### config.mk
export PLATFORM = sky130hd
export DESIGN_NAME = sirc_ir_frame_decoder
export DESIGN_NICKNAME = d
export VERILOG_FILES = /design/src/design/sircd_pkg.sv /design/src/design/sirc_ir_frame_decoder.sv
export VERILOG_INCLUDE_DIRS = /design/src /design/src/design
export SDC_FILE = /design/constraint.sdc
export NUM_CORES = 1
export LEC_CHECK = 0
export ABC_CLOCK_PERIOD_IN_PS = 4600
export BUFFER_PORTS_ARGS = -buffer_cell sky130_fd_sc_hd__buf_2
export CELL_PAD_IN_SITES_DETAIL_PLACEMENT = 1
export CELL_PAD_IN_SITES_GLOBAL_PLACEMENT = 1
export CORE_MARGIN = 2
export CORE_UTILIZATION = 45
export DETAILED_ROUTE_END_ITERATION = 16
export GPL_TIMING_DRIVEN = 0
export PLACE_DENSITY_LB_ADDON = 0.1
export SETUP_SLACK_MARGIN = 0.3
export SLEW_MARGIN = 25
export SYNTH_ARGS = -nofsm -noshare
export SYNTH_HDL_FRONTEND = slang
export SYNTH_SLANG_ARGS = --single-unit
export TNS_END_PERCENT = 100
### constraint.sdc
create_clock -name clock -period 4.6 [get_ports clock]
set_clock_uncertainty 0.05 [all_clocks]
set_input_delay 0 -clock clock [delete_from_list [all_inputs] [get_ports clock]]
set_output_delay 0 -clock clock [all_outputs]
set_load 0.01 [all_outputs]
### src/design/sirc_ir_frame_decoder_defines.svh
// ---------------------------------------------------------------------------
// SIRC decoder assertion macros
// Shared concurrent assertion forms for the SIRC frame decoder.
// ---------------------------------------------------------------------------
`ifndef SIRC_IR_FRAME_DECODER_DEFINES_SVH
`define SIRC_IR_FRAME_DECODER_DEFINES_SVH

// Same-cycle implication, disabled while reset is high.
`define SIRCD_ASSERT_NOW(label, clk, rst, ante, cons, msg) \
   label: assert property (@(posedge clk) disable iff (rst) (ante) |-> (cons)) \
      else $error(msg);

// Next-cycle implication, disabled while reset is high.
`define SIRCD_ASSERT_NEXT(label, clk, rst, ante, cons, msg) \
   label: assert property (@(posedge clk) disable iff (rst) (ante) |=> (cons)) \
      else $error(msg);

`endif

### src/design/sircd_pkg.sv
// ---------------------------------------------------------------------------
// SIRC decoder package
// Widths, register indexes, reset values and the window compare.
// ---------------------------------------------------------------------------
package sircd_pkg;

   localparam int FRAME_LEN_DEF = 12;
   localparam int TS_W          = 16;
   localparam int CMD_W         = 7;
   localparam int ADDR_W        = 5;
   localparam int WIN_W         = 32;
   localparam int NUM_REGS      = 6;
   localparam int CSR_IDX_W     = 3;
   localparam int REQ_DATA_W    = 16;
   localparam int RSP_DATA_W    = 16;

   typedef enum logic [CSR_IDX_W-1:0] {
      REG_START_MARK   = 3'd0,
      REG_START_PERIOD = 3'd1,
      REG_ONE_MARK     = 3'd2,
      REG_ONE_PERIOD   = 3'd3,
      REG_ZERO_MARK    = 3'd4,
      REG_ZERO_PERIOD  = 3'd5
   } csr_index_type;

   localparam logic [WIN_W-1:0] WIN_RESET [NUM_REGS] = '{
      32'd18350280, 32'd23593200, 32'd9175140,
      32'd14418060, 32'd5242920,  32'd9830490
   };

   // A value lies in a window when it is strictly between the low bound
   // (bits 15:0) and the high bound (bits 31:16).
   function automatic logic in_window(input logic [WIN_W-1:0] win,
                                      input logic [TS_W-1:0]  val);
      return (val > win[TS_W-1:0]) && (val < win[WIN_W-1:TS_W]);
   endfunction

endpackage

### src/design/sirc_ir_frame_decoder.sv
// A frame result appears on rsp_ once the beat that ends it has passed the input register and the result register.
// Throughput: one edge beat per cycle unless the decode stage waits; the single decode stage between the
// input register and the result register sets this figure.
// The decode stage waits only while a result is held and rsp_tready is low.
// Reset is synchronous and active high: it empties both registers, clears
// the frame state and loads the reset bounds into the window registers.
// ---------------------------------------------------------------------------
// SIRC infrared frame decoder
// Measures mark widths and fall-to-fall periods from timestamped edge beats,
// decodes the bits of one frame and emits its command and address.
// ---------------------------------------------------------------------------
`include "sirc_ir_frame_decoder_defines.svh"

module sirc_ir_frame_decoder #(
   parameter int FRAME_LEN = sircd_pkg::FRAME_LEN_DEF
) (
   input  logic                                 clock,
   input  logic                                 reset,
   input  logic                                 req_tvalid,
   output logic                                 req_tready,
   input  logic [sircd_pkg::REQ_DATA_W-1:0]     req_tdata,  // timestamp[15:0]
   input  logic                                 req_tuser,  // req_type
   output logic                                 rsp_tvalid,
   input  logic                                 rsp_tready,
   output logic [sircd_pkg::RSP_DATA_W-1:0]     rsp_tdata,  // command[6:0], address[11:7]
   input  logic                                 csr_valid,
   output logic                                 csr_ready,
   input  logic [sircd_pkg::CSR_IDX_W-1:0]      csr_index,
   input  logic [sircd_pkg::WIN_W-1:0]          csr_data
);

   localparam int IDX_W = $clog2(FRAME_LEN);
   localparam logic [IDX_W-1:0] LAST_BIT = IDX_W'(FRAME_LEN - 1);
   localparam int TS_W  = sircd_pkg::TS_W;
   localparam int EXT_W = FRAME_LEN + sircd_pkg::CMD_W + sircd_pkg::ADDR_W;

   logic [sircd_pkg::WIN_W-1:0] win_ff [sircd_pkg::NUM_REGS];

   logic                 in_valid_ff;
   logic                 in_type_ff;
   logic [TS_W-1:0]      in_ts_ff;

   logic                 armed_ff, armed_in;
   logic                 in_frame_ff, in_frame_in;
   logic [TS_W-1:0]      last_fall_ff, last_fall_in;
   logic [TS_W-1:0]      mark_width_ff, mark_width_in;
   logic [FRAME_LEN-1:0] frame_bits_ff, frame_bits_in;
   logic [IDX_W-1:0]     bit_count_ff, bit_count_in;

   logic                 rsp_valid_ff;
   logic [sircd_pkg::RSP_DATA_W-1:0] rsp_data_ff, rsp_data_in;

   logic                 proc_fire;
   logic                 emit;
   logic [TS_W-1:0]      period;
   logic [TS_W-1:0]      new_mark;
   logic                 is_one;
   logic                 is_zero;
   logic [FRAME_LEN-1:0] frame_out;
   logic [EXT_W-1:0]     frame_ext;

   assign proc_fire  = in_valid_ff && (!rsp_valid_ff || rsp_tready);
   assign req_tready = !in_valid_ff || proc_fire;
   assign csr_ready  = 1'b1;
   assign rsp_tvalid = rsp_valid_ff;
   assign rsp_tdata  = rsp_data_ff;

   always_ff @(posedge clock) begin
      if (reset) begin
         for (int i = 0; i < sircd_pkg::NUM_REGS; i++) begin
            win_ff[i] <= sircd_pkg::WIN_RESET[i];
         end
      end else if (csr_valid && (int'(csr_index) < sircd_pkg::NUM_REGS)) begin
         win_ff[csr_index] <= csr_data;
      end
   end

   always_ff @(posedge clock) begin
      if (reset) begin
         in_valid_ff <= 1'b0;
      end else if (req_tready) begin
         in_valid_ff <= req_tvalid;
      end
   end

   always_ff @(posedge clock) begin
      if (req_tready && req_tvalid) begin
         in_type_ff <= req_tuser;
         in_ts_ff   <= req_tdata[TS_W-1:0];
      end
   end

   always_comb begin
      period    = in_ts_ff - last_fall_ff;
      new_mark  = in_ts_ff - last_fall_ff;
      is_one    = sircd_pkg::in_window(win_ff[sircd_pkg::REG_ONE_PERIOD], period) &&
                  sircd_pkg::in_window(win_ff[sircd_pkg::REG_ONE_MARK], mark_width_ff);
      is_zero   = sircd_pkg::in_window(win_ff[sircd_pkg::REG_ZERO_PERIOD], period) &&
                  sircd_pkg::in_window(win_ff[sircd_pkg::REG_ZERO_MARK], mark_width_ff);

      armed_in      = armed_ff;
      in_frame_in   = in_frame_ff;
      last_fall_in  = last_fall_ff;
      mark_width_in = mark_width_ff;
      frame_bits_in = frame_bits_ff;
      bit_count_in  = bit_count_ff;
      emit          = 1'b0;
      frame_out     = frame_bits_ff;

      if (proc_fire) begin
         if (!in_type_ff) begin
            if (!in_frame_ff && !armed_ff) begin
               armed_in     = 1'b1;
               last_fall_in = in_ts_ff;
            end else if (!in_frame_ff) begin
               if (sircd_pkg::in_window(win_ff[sircd_pkg::REG_START_PERIOD], period) &&
                   sircd_pkg::in_window(win_ff[sircd_pkg::REG_START_MARK],
                                        mark_width_ff)) begin
                  in_frame_in  = 1'b1;
                  last_fall_in = in_ts_ff;
               end else begin
                  armed_in      = 1'b0;
                  last_fall_in  = '0;
                  mark_width_in = '0;
               end
            end else if ((is_one || is_zero) && (bit_count_ff < LAST_BIT)) begin
               last_fall_in = in_ts_ff;
               if (is_one) begin
                  frame_bits_in[bit_count_ff] = 1'b1;
               end
               bit_count_in = bit_count_ff + 1'b1;
            end else begin
               armed_in      = 1'b0;
               in_frame_in   = 1'b0;
               last_fall_in  = '0;
               mark_width_in = '0;
               frame_bits_in = '0;
               bit_count_in  = '0;
            end
         end else begin
            if (in_frame_ff || armed_ff) begin
               mark_width_in = new_mark;
            end
            if (bit_count_ff == LAST_BIT) begin
               emit = 1'b1;
               frame_out[LAST_BIT] =
                  sircd_pkg::in_window(win_ff[sircd_pkg::REG_ONE_MARK], mark_width_in);
               armed_in      = 1'b0;
               in_frame_in   = 1'b0;
               last_fall_in  = '0;
               mark_width_in = '0;
               frame_bits_in = '0;
               bit_count_in  = '0;
            end
         end
      end

      frame_ext   = {{(sircd_pkg::CMD_W + sircd_pkg::ADDR_W){1'b0}}, frame_out};
      rsp_data_in = '0;
      rsp_data_in[sircd_pkg::CMD_W-1:0] = frame_ext[sircd_pkg::CMD_W-1:0];
      rsp_data_in[sircd_pkg::CMD_W+sircd_pkg::ADDR_W-1:sircd_pkg::CMD_W] =
         frame_ext[sircd_pkg::CMD_W+sircd_pkg::ADDR_W-1:sircd_pkg::CMD_W];
   end

   always_ff @(posedge clock) begin
      if (reset) begin
         armed_ff      <= 1'b0;
         in_frame_ff   <= 1'b0;
         last_fall_ff  <= '0;
         mark_width_ff <= '0;
         frame_bits_ff <= '0;
         bit_count_ff  <= '0;
      end else begin
         armed_ff      <= armed_in;
         in_frame_ff   <= in_frame_in;
         last_fall_ff  <= last_fall_in;
         mark_width_ff <= mark_width_in;
         frame_bits_ff <= frame_bits_in;
         bit_count_ff  <= bit_count_in;
      end
   end

   always_ff @(posedge clock) begin
      if (reset) begin
         rsp_valid_ff <= 1'b0;
      end else if (emit) begin
         rsp_valid_ff <= 1'b1;
      end else if (rsp_tready) begin
         rsp_valid_ff <= 1'b0;
      end
   end

   always_ff @(posedge clock) begin
      if (emit) begin
         rsp_data_ff <= rsp_data_in;
      end
   end

   `SIRCD_ASSERT_NOW(a_frame_implies_armed, clock, reset,
      in_frame_ff, armed_ff, "in_frame set without armed")
   `SIRCD_ASSERT_NOW(a_idle_state_clear, clock, reset,
      !in_frame_ff, (bit_count_ff == '0) && (frame_bits_ff == '0), "bits held outside a frame")
   `SIRCD_ASSERT_NOW(a_count_bound, clock, reset,
      1'b1, bit_count_ff <= LAST_BIT, "bit count past the frame length")
   `SIRCD_ASSERT_NEXT(a_emit_sets_valid, clock, reset,
      emit, rsp_valid_ff && (bit_count_ff == '0) && !armed_ff, "emitted frame not presented")
   `SIRCD_ASSERT_NOW(a_no_emit_over_held, clock, reset,
      emit, !rsp_valid_ff || rsp_tready, "result overwritten while held")

endmodule

==> metrics.cfg, run 1 <==
[sta]
finalSetupViolCount = 50
worst_pin_slew_ns = 1.30
fin_crit_sh_pct = 113
slew_headroom_pct = 13.3
drv_slew = 0
max_freq_ghz = 0.192
min_period_ns = 5.20
fin_ws_ns = -0.597
rsz0062_at_grt = true
hold_viol = 0
whs_ns = 0.114

[hold_path]
hold_path.class = in -> reg
min_from = reset

[route]
drt_iter0_markers = 995
routed_via_density = 5.71
wl_um = 56600
vias = 13200
drc = 0
first_pass_iters = 5
wl_per_cell_um = 24.4
ant_nets = 0

[global_routing]
grt_antenna_before_repair = 2
overflow = 0
first_global_vias = 13400
grt_max_degree = 33
track_usage_pct = 29.4
grt_pass1_wl_um = 79800

[finish]
stdcell_area_mm2 = 0.0202
final_cell_mix = inv_1, ha_1, edfxtp_1
fin_cells = 2315
final_util_pct = 57.2
drive_gt1_share_pct = 17.4
final_common_cell = inv_1
area.growth.synth_to_final_pct = 25.8
final_nets = 2125
diodes = 0

[setup_path]
path_max_fanout = 5
crit_slowest_cell = or4b_4
cp-end-kind = flip-flop
timing.rr.start = in_ts_ff[6]$_DFFE_PP_
crit_path_cell_trace = ha_4, buf_8, nand4_1, a2111oi_4, nor4b_2, buf_4, nor3_4, o31a_1, nor2_2, xnor2_2, inv_4, ha_4, nand4_1, buf_4, buf_4, buf_4, and2b_2, a221oi_4, or4b_4, a21oi_4, o2111a_2, clkbuf_16, a22o_2
path_class = reg -> reg
critical_path.startpoint = in_ts_ff[6]$_DFFE_PP_
critical-path-max-stage-delay_ns = 0.59
cp_common_cell = buf_4
critPathLaunchType = flip-flop
cp_data_arrival_time_ns = 5.61
worstPathRequired_ns = 5.01

[synth]
ys_warn_count = 0
synth_edf_count = 221
synthFlopType = edfxtp_1
synthDistinctLibCells = 70
ys_ff_latch = 273
syn_area_mm2 = 0.0161
ys_seq_area_share_pct = 47.7
syn_inst = 1591
async_reset_ff_share_pct = 0
synth.avg_cell_area_um2 = 10.1

[power]
p_per_area_mw_per_mm2 = 344
p_sw_w = 0.00197
ir_worst_vdd_mv = 0.253
p_leak_nw = 9.10
p_seq_share_pct = 41.2
p_sw_share_pct = 28.3
pwr-share-clk_pct = 39.0
p_comb_share_pct = 19.9
p_int_w = 0.00499

[floorplan]
dieHeight_um = 193
rows = 69
fp.dieArea_mm2 = 0.0373
start_util_pct = 45.5
core_mm2 = 0.0354
die_w_um = 193
ioPinCount = 76

[placement]
port_buffers = 69
hpwl_um = 37200
placed_cells = 2126
gp_congestion = 0.887
post_dp_cell_area_mm2 = 0.0172

[run_status]
status = finished with violations
violations = setup timing

[cts]
cts_sinks = 273
ctsRootBufferMaster = clkbuf_16
clk_latency_ns = 0.54
clk_pin_slew_ns = 0.06
cts_tree = built
cts-buffers-inserted = 34
clk_path_buf_depth = 3
htreeDepth = 2

[flow_run]
cap_viol_max_count = 0

[worst paths after layout]
check / depth (start not counted) / slack [ns] / endpoint
worst min-delay path: 3 / 0.11 / frame_bits_ff[11]$_SDFFE_PP0P_
worst max register to register: 23 / -0.60 / last_fall_ff[13]$_SDFFE_PP0P_
worst min register to register: 0 / 0.38 / rsp_tdata[1]$_DFFE_PP_
worst max-delay path: 23 / -0.60 / last_fall_ff[13]$_SDFFE_PP0P_
[per-stage QoR]
stage | power [W] | setup TNS [ns] | setup slack (ns)
after floorplan | 0.00355 | 0 | 0.0553
after global placement | 0.00387 | -71.70 | -1.64
after detailed placement | 0.00395 | -60.75 | -1.43
after CTS | 0.00685 | -13.72 | -0.390
after global routing | 0.00720 | -34.91 | -0.775
final | 0.00696 | -24.51 | -0.597
[flip-flops by register name, indices dropped and copies added (netlist names)]
register	count
in_ts_ff	16
in_valid_ff	1
last_fall_ff	16
rsp_tvalid	1
frame_bits_ff	12
armed_ff	1
bit_count_ff	4
rsp_tdata	12
mark_width_ff	16
win_ff	192
in_frame_ff	1
in_type_ff	1
[cell type report]
| class | count | area (um^2) |
|---|---|---|
| clock buffers | 45 | 943 |
| fillers | 3893 | 15100 |
| multi-input cells | 1030 | 8140 |
| inverters | 250 | 941 |
| flip-flops and latches | 273 | 7680 |
| repair buffers | 201 | 1590 |
| clock inverters | 14 | 154 |
| plain buffers | 41 | 219 |
| well taps | 461 | 577 |
[Yosys cell counts (all sizes together) (6+ instances only)]
library cell,number,share of area (%)
o21ai,45,1.4
nand4,49,1.9
inv,249,5.8
and2,32,1.2
a211oi,15,0.70
dfxtp,52,6.5
a22o,20,1.2
a21oi,88,2.8
nor2,168,3.9
nand2,137,3.2
nand2b,18,0.70
clkbuf,28,0.65
o31ai,6,0.28
nor3,19,0.59
o211ai,8,0.37
edfxtp,221,41
xnor2,8,0.44
a41oi,11,0.60
nor2b,12,0.47
a21o,33,1.5
ha,236,18
buf,13,0.49
or3,8,0.31
nand3,31,0.96
[what timing repair did]
| item | in CTS | in global routing |
|---|---|---|
| hold endpoints to repair | 105 | 0 |
| hold buffers | 59 | 0 |
| resized for setup | 94 | 50 |
| pin swaps | 32 | 50 |
| gates cloned | 1 | 1 |
| endpoints found under the setup margin | 51 | 51 |
| buffers inserted | 41 | 28 |
[worst max-delay path: cells and delay by family, from the launching register on]
family / cells / cell delay (ns)
compound gates: 6 / 1.31
xor+xnor: 1 / 0.26
fa+ha+maj: 2 / 0.58
buf+inv: 7 / 0.99
flops: 1 / 0.44
simple gates: 7 / 1.48
[per-layer routing]
| metal | vias to the layer above | global-route usage (%) | share of wire [%] | wire length (um) |
|---|---|---|---|---|
| met2 | 408 | 50.6 | 49 | 27800 |
| met1 | 6571 | 36.7 | 41 | 22900 |
| met4 | 0 | 12.0 | 4.3 | 2460 |
| met5 | - | 0 | 0 | 0 |
| li1 | 6083 | - | - | - |
| met3 | 148 | 5.12 | 6.0 | 3400 |
[cells by family (layout without fill, tap and decap cells)]
group	after synthesis	after routing	share of synthesized area (%)
xor+xnor	12	12	0.653
buf+inv	291	551	6.97
mux	3	3	0.210
other cells	2	5	0.0467
fa+ha+maj	237	237	18.5
flops	273	273	47.7
simple gates	501	501	14.6
compound gates	272	272	11.4
[power by group through the flow]
stage          Clock [W]  Combinational (W)  Sequential (W)
2_1_floorplan          0           0.000660         0.00289
3_3_place_gp           0           0.000964         0.00290
3_5_place_dp           0            0.00104         0.00291
4_1_cts          0.00273            0.00126         0.00286
5_1_grt          0.00282            0.00151         0.00288
6_report         0.00271            0.00138         0.00287
No activity file was read; power rests on OpenSTA's default activity.
==> run 2, diff against run 1 <==
Settings changed: CORE_UTILIZATION 45 to 40, CTS_BUF_LIST from default to sky130_fd_sc_hd__clkbuf_2, MAX_ROUTING_LAYER from default to met4.
==> run 2 against run 1 <==
Power shrank 12%. Critical path depth grew 1. Die area grew 12%. The flow still finishes with violations (setup timing). Via count grew 4.0%. First-iteration DRC count shrank 30%. Utilization shrank 4.3 points. Cell count grew 10%. Maximum frequency shrank 0.27%. Wire length grew 2.4%. Clock power shrank 32%.
==> metrics.cfg, run 2 (synthesis results as in run 1) <==
[run_status]
status = finished with violations
violations = setup timing

[cts]
clk_latency_ns = 1.11
htreeDepth = 3
clk_path_buf_depth = 3
cts_sinks = 273
cts_tree = built
clk_pin_slew_ns = 0.09
ctsRootBufferMaster = clkbuf_2
cts-buffers-inserted = 79

[setup_path]
timing.rr.start = in_ts_ff[6]$_DFFE_PP_
cp-end-kind = flip-flop
ff2ff_setup_slack_ns = -0.61
path_max_fanout = 6
critPathLaunchType = flip-flop
worstReg2RegEnd = last_fall_ff[14]$_SDFFE_PP0P_
worstPathRequired_ns = 5.52
reg2regPathDepth = 24
cp_data_arrival_time_ns = 6.13
path_class = reg -> reg

[placement]
hpwl_um = 37800
placed_cells = 2189
gp_congestion = 0.907
port_buffers = 69

[finish]
largest_reg_flops = 192
fillers = 4440
final_nets = 2257
area.growth.synth_to_final_pct = 30.6
top_register = win_ff
final_common_cell = inv_1
drive_gt1_share_pct = 20.5
fin_cells = 2550
final_cell_mix = inv_1, ha_1, edfxtp_1
final_util_pct = 52.9

[floorplan]
core_mm2 = 0.0397
start_util_pct = 40.5
fp.dieArea_mm2 = 0.0419
rows = 73
die_w_um = 205
dieHeight_um = 205
ioPinCount = 76

[route]
wl_um = 57900
first_pass_iters = 5
routed_via_density = 5.39
wl_per_cell_um = 22.7
drt_iter0_markers = 694
drc = 0
ant_nets = 0
vias = 13700

[global_routing]
grt_pass1_wl_um = 85100
grt_util_met3_pct = 5.52
track_usage_pct = 28.6
first_global_vias = 14400
overflow = 0
grt_max_degree = 33
grt_antenna_before_repair = 3
busiest_layer = met2
use_met2_pct = 47.3
grtUsageMet1_pct = 33.9

[hold_path]
holdPathStages = 4
hold_path.class = in -> reg
hold_path_end = win_ff[2][2]$_SDFFCE_PN1P_
min_from = csr_data[2]

[power]
total_power_w = 0.00612
ir_worst_vdd_mv = 0.162
p_comb_share_pct = 23.1
p_seq_share_pct = 46.7
p_sw_w = 0.00199
p_sw_share_pct = 32.6
p_leak_nw = 9.56
pwr-share-clk_pct = 30.2
p_per_area_mw_per_mm2 = 291
p_int_w = 0.00413

[sta]
worst_pin_slew_ns = 1.14
fin_crit_sh_pct = 113
whs_ns = 0.0839
fin_ws_ns = -0.611
slew_headroom_pct = 23.6
min_period_ns = 5.21
drv_slew = 0
finalSetupViolCount = 50
hold_viol = 0
rsz0062_at_grt = true
max_freq_ghz = 0.192

[flow_run]
cap_viol_max_count = 0

## run 2: cell count changes in the layout (fill, tap and decap cells not counted), sizes merged
| cell | before | now |
|---|---|---|
| clkinv | 9 | 19 |
| diode | 0 | 8 |
| clkinvlp | 2 | 1 |
| bufinv | 3 | 1 |
| clkbuf | 72 | 140 |
| dlygate4sd3 | 59 | 151 |
| inv | 250 | 251 |
| buf | 156 | 151 |
## run 2: metal layers
layer | up-vias | routed length (um) | share of wire [%]
met4 | 0 | 2450 | 4.2
met5 | - | 0 | 0
li1 | 6387 | - | -
met3 | 138 | 2890 | 5.0
met1 | 6838 | 24300 | 42
met2 | 374 | 28300 | 49
## run 2: critical path, stage by stage (launching register included)
cell and delay, ns:
edfxtp_1 0.46, ha_4 0.31, buf_8 0.11, nand4_1 0.14, buf_4 0.19, a2111oi_4 0.32, nor4b_4 0.10, nor3_2 0.22
o31a_1 0.19, nor2_2 0.05, xnor2_2 0.27, inv_4 0.10, buf_12 0.15, ha_4 0.26, nand4_1 0.19, nor4_4 0.34
o21ai_1 0.15, o211ai_1 0.16, nand3_2 0.16, or3_4 0.46, a21oi_4 0.15, o2111a_2 0.29, buf_12 0.13, buf_16 0.11
a22o_4 0.11
## run 2: timing repair
action / in CTS / in global routing
setup buffers: 43 / 21
gates cloned: 2 / 1
endpoints found under the setup margin: 51 / 51
hold buffers: 151 / 0
pin swaps: 54 / 40
gates resized for setup: 106 / 62
hold endpoints to repair: 301 / 0
## run 2: final cells by class
| cell class | instances | area (um^2) | area share [%] |
|---|---|---|---|
| Tap cell | 525 | 657 | 3.13 |
| Clock inverter | 22 | 129 | 0.613 |
| Multi-Input combinational cell | 1030 | 8260 | 39.3 |
| Inverter | 250 | 941 | 4.48 |
| Clock buffer | 113 | 566 | 2.69 |
| Timing Repair Buffer | 288 | 2540 | 12.1 |
| Buffer | 41 | 229 | 1.09 |
| Antenna cell | 8 | 20.0 | 0.0952 |
| Sequential cell | 273 | 7680 | 36.5 |
## run 2: metrics by stage
step	instance area [um^2]	setup TNS [ns]	setup slack (ns)
after floorplan	16200	0	0.0553
after global placement	17200	-71.14	-1.66
after detailed placement	17300	-58.81	-1.47
after CTS	20400	-21.02	-0.537
after global routing	21000	-36.21	-0.816
final	21000	-25.02	-0.611
## run 2: power groups by stage
stage | Combinational [W] | Sequential, W | Clock (W)
3_3_place_gp | 0.000978 | 0.00290 | 0
4_1_cts | 0.00130 | 0.00285 | 0.00191
6_report | 0.00141 | 0.00286 | 0.00185
3_5_place_dp | 0.00104 | 0.00291 | 0
2_1_floorplan | 0.000660 | 0.00289 | 0
5_1_grt | 0.00155 | 0.00287 | 0.00203
## run 2: how the worst max path moves through the flow
stage | from | to | cells after the start
finish | in_ts_ff[6]$_DFFE_PP_ | last_fall_ff[14]$_SDFFE_PP0P_ | 24
global placement | in_ts_ff[5]$_DFFE_PP_ | frame_bits_ff[2]$_SDFFE_PP0P_ | 16
detailed placement | in_ts_ff[5]$_DFFE_PP_ | frame_bits_ff[6]$_SDFFE_PP0P_ | 20
global route | in_ts_ff[6]$_DFFE_PP_ | last_fall_ff[13]$_SDFFE_PP0P_ | 24
floorplan | in_ts_ff[6]$_DFFE_PP_ | last_fall_ff[10]$_SDFFE_PP0P_ | 21
CTS | in_ts_ff[0]$_DFFE_PP_ | last_fall_ff[14]$_SDFFE_PP0P_ | 22
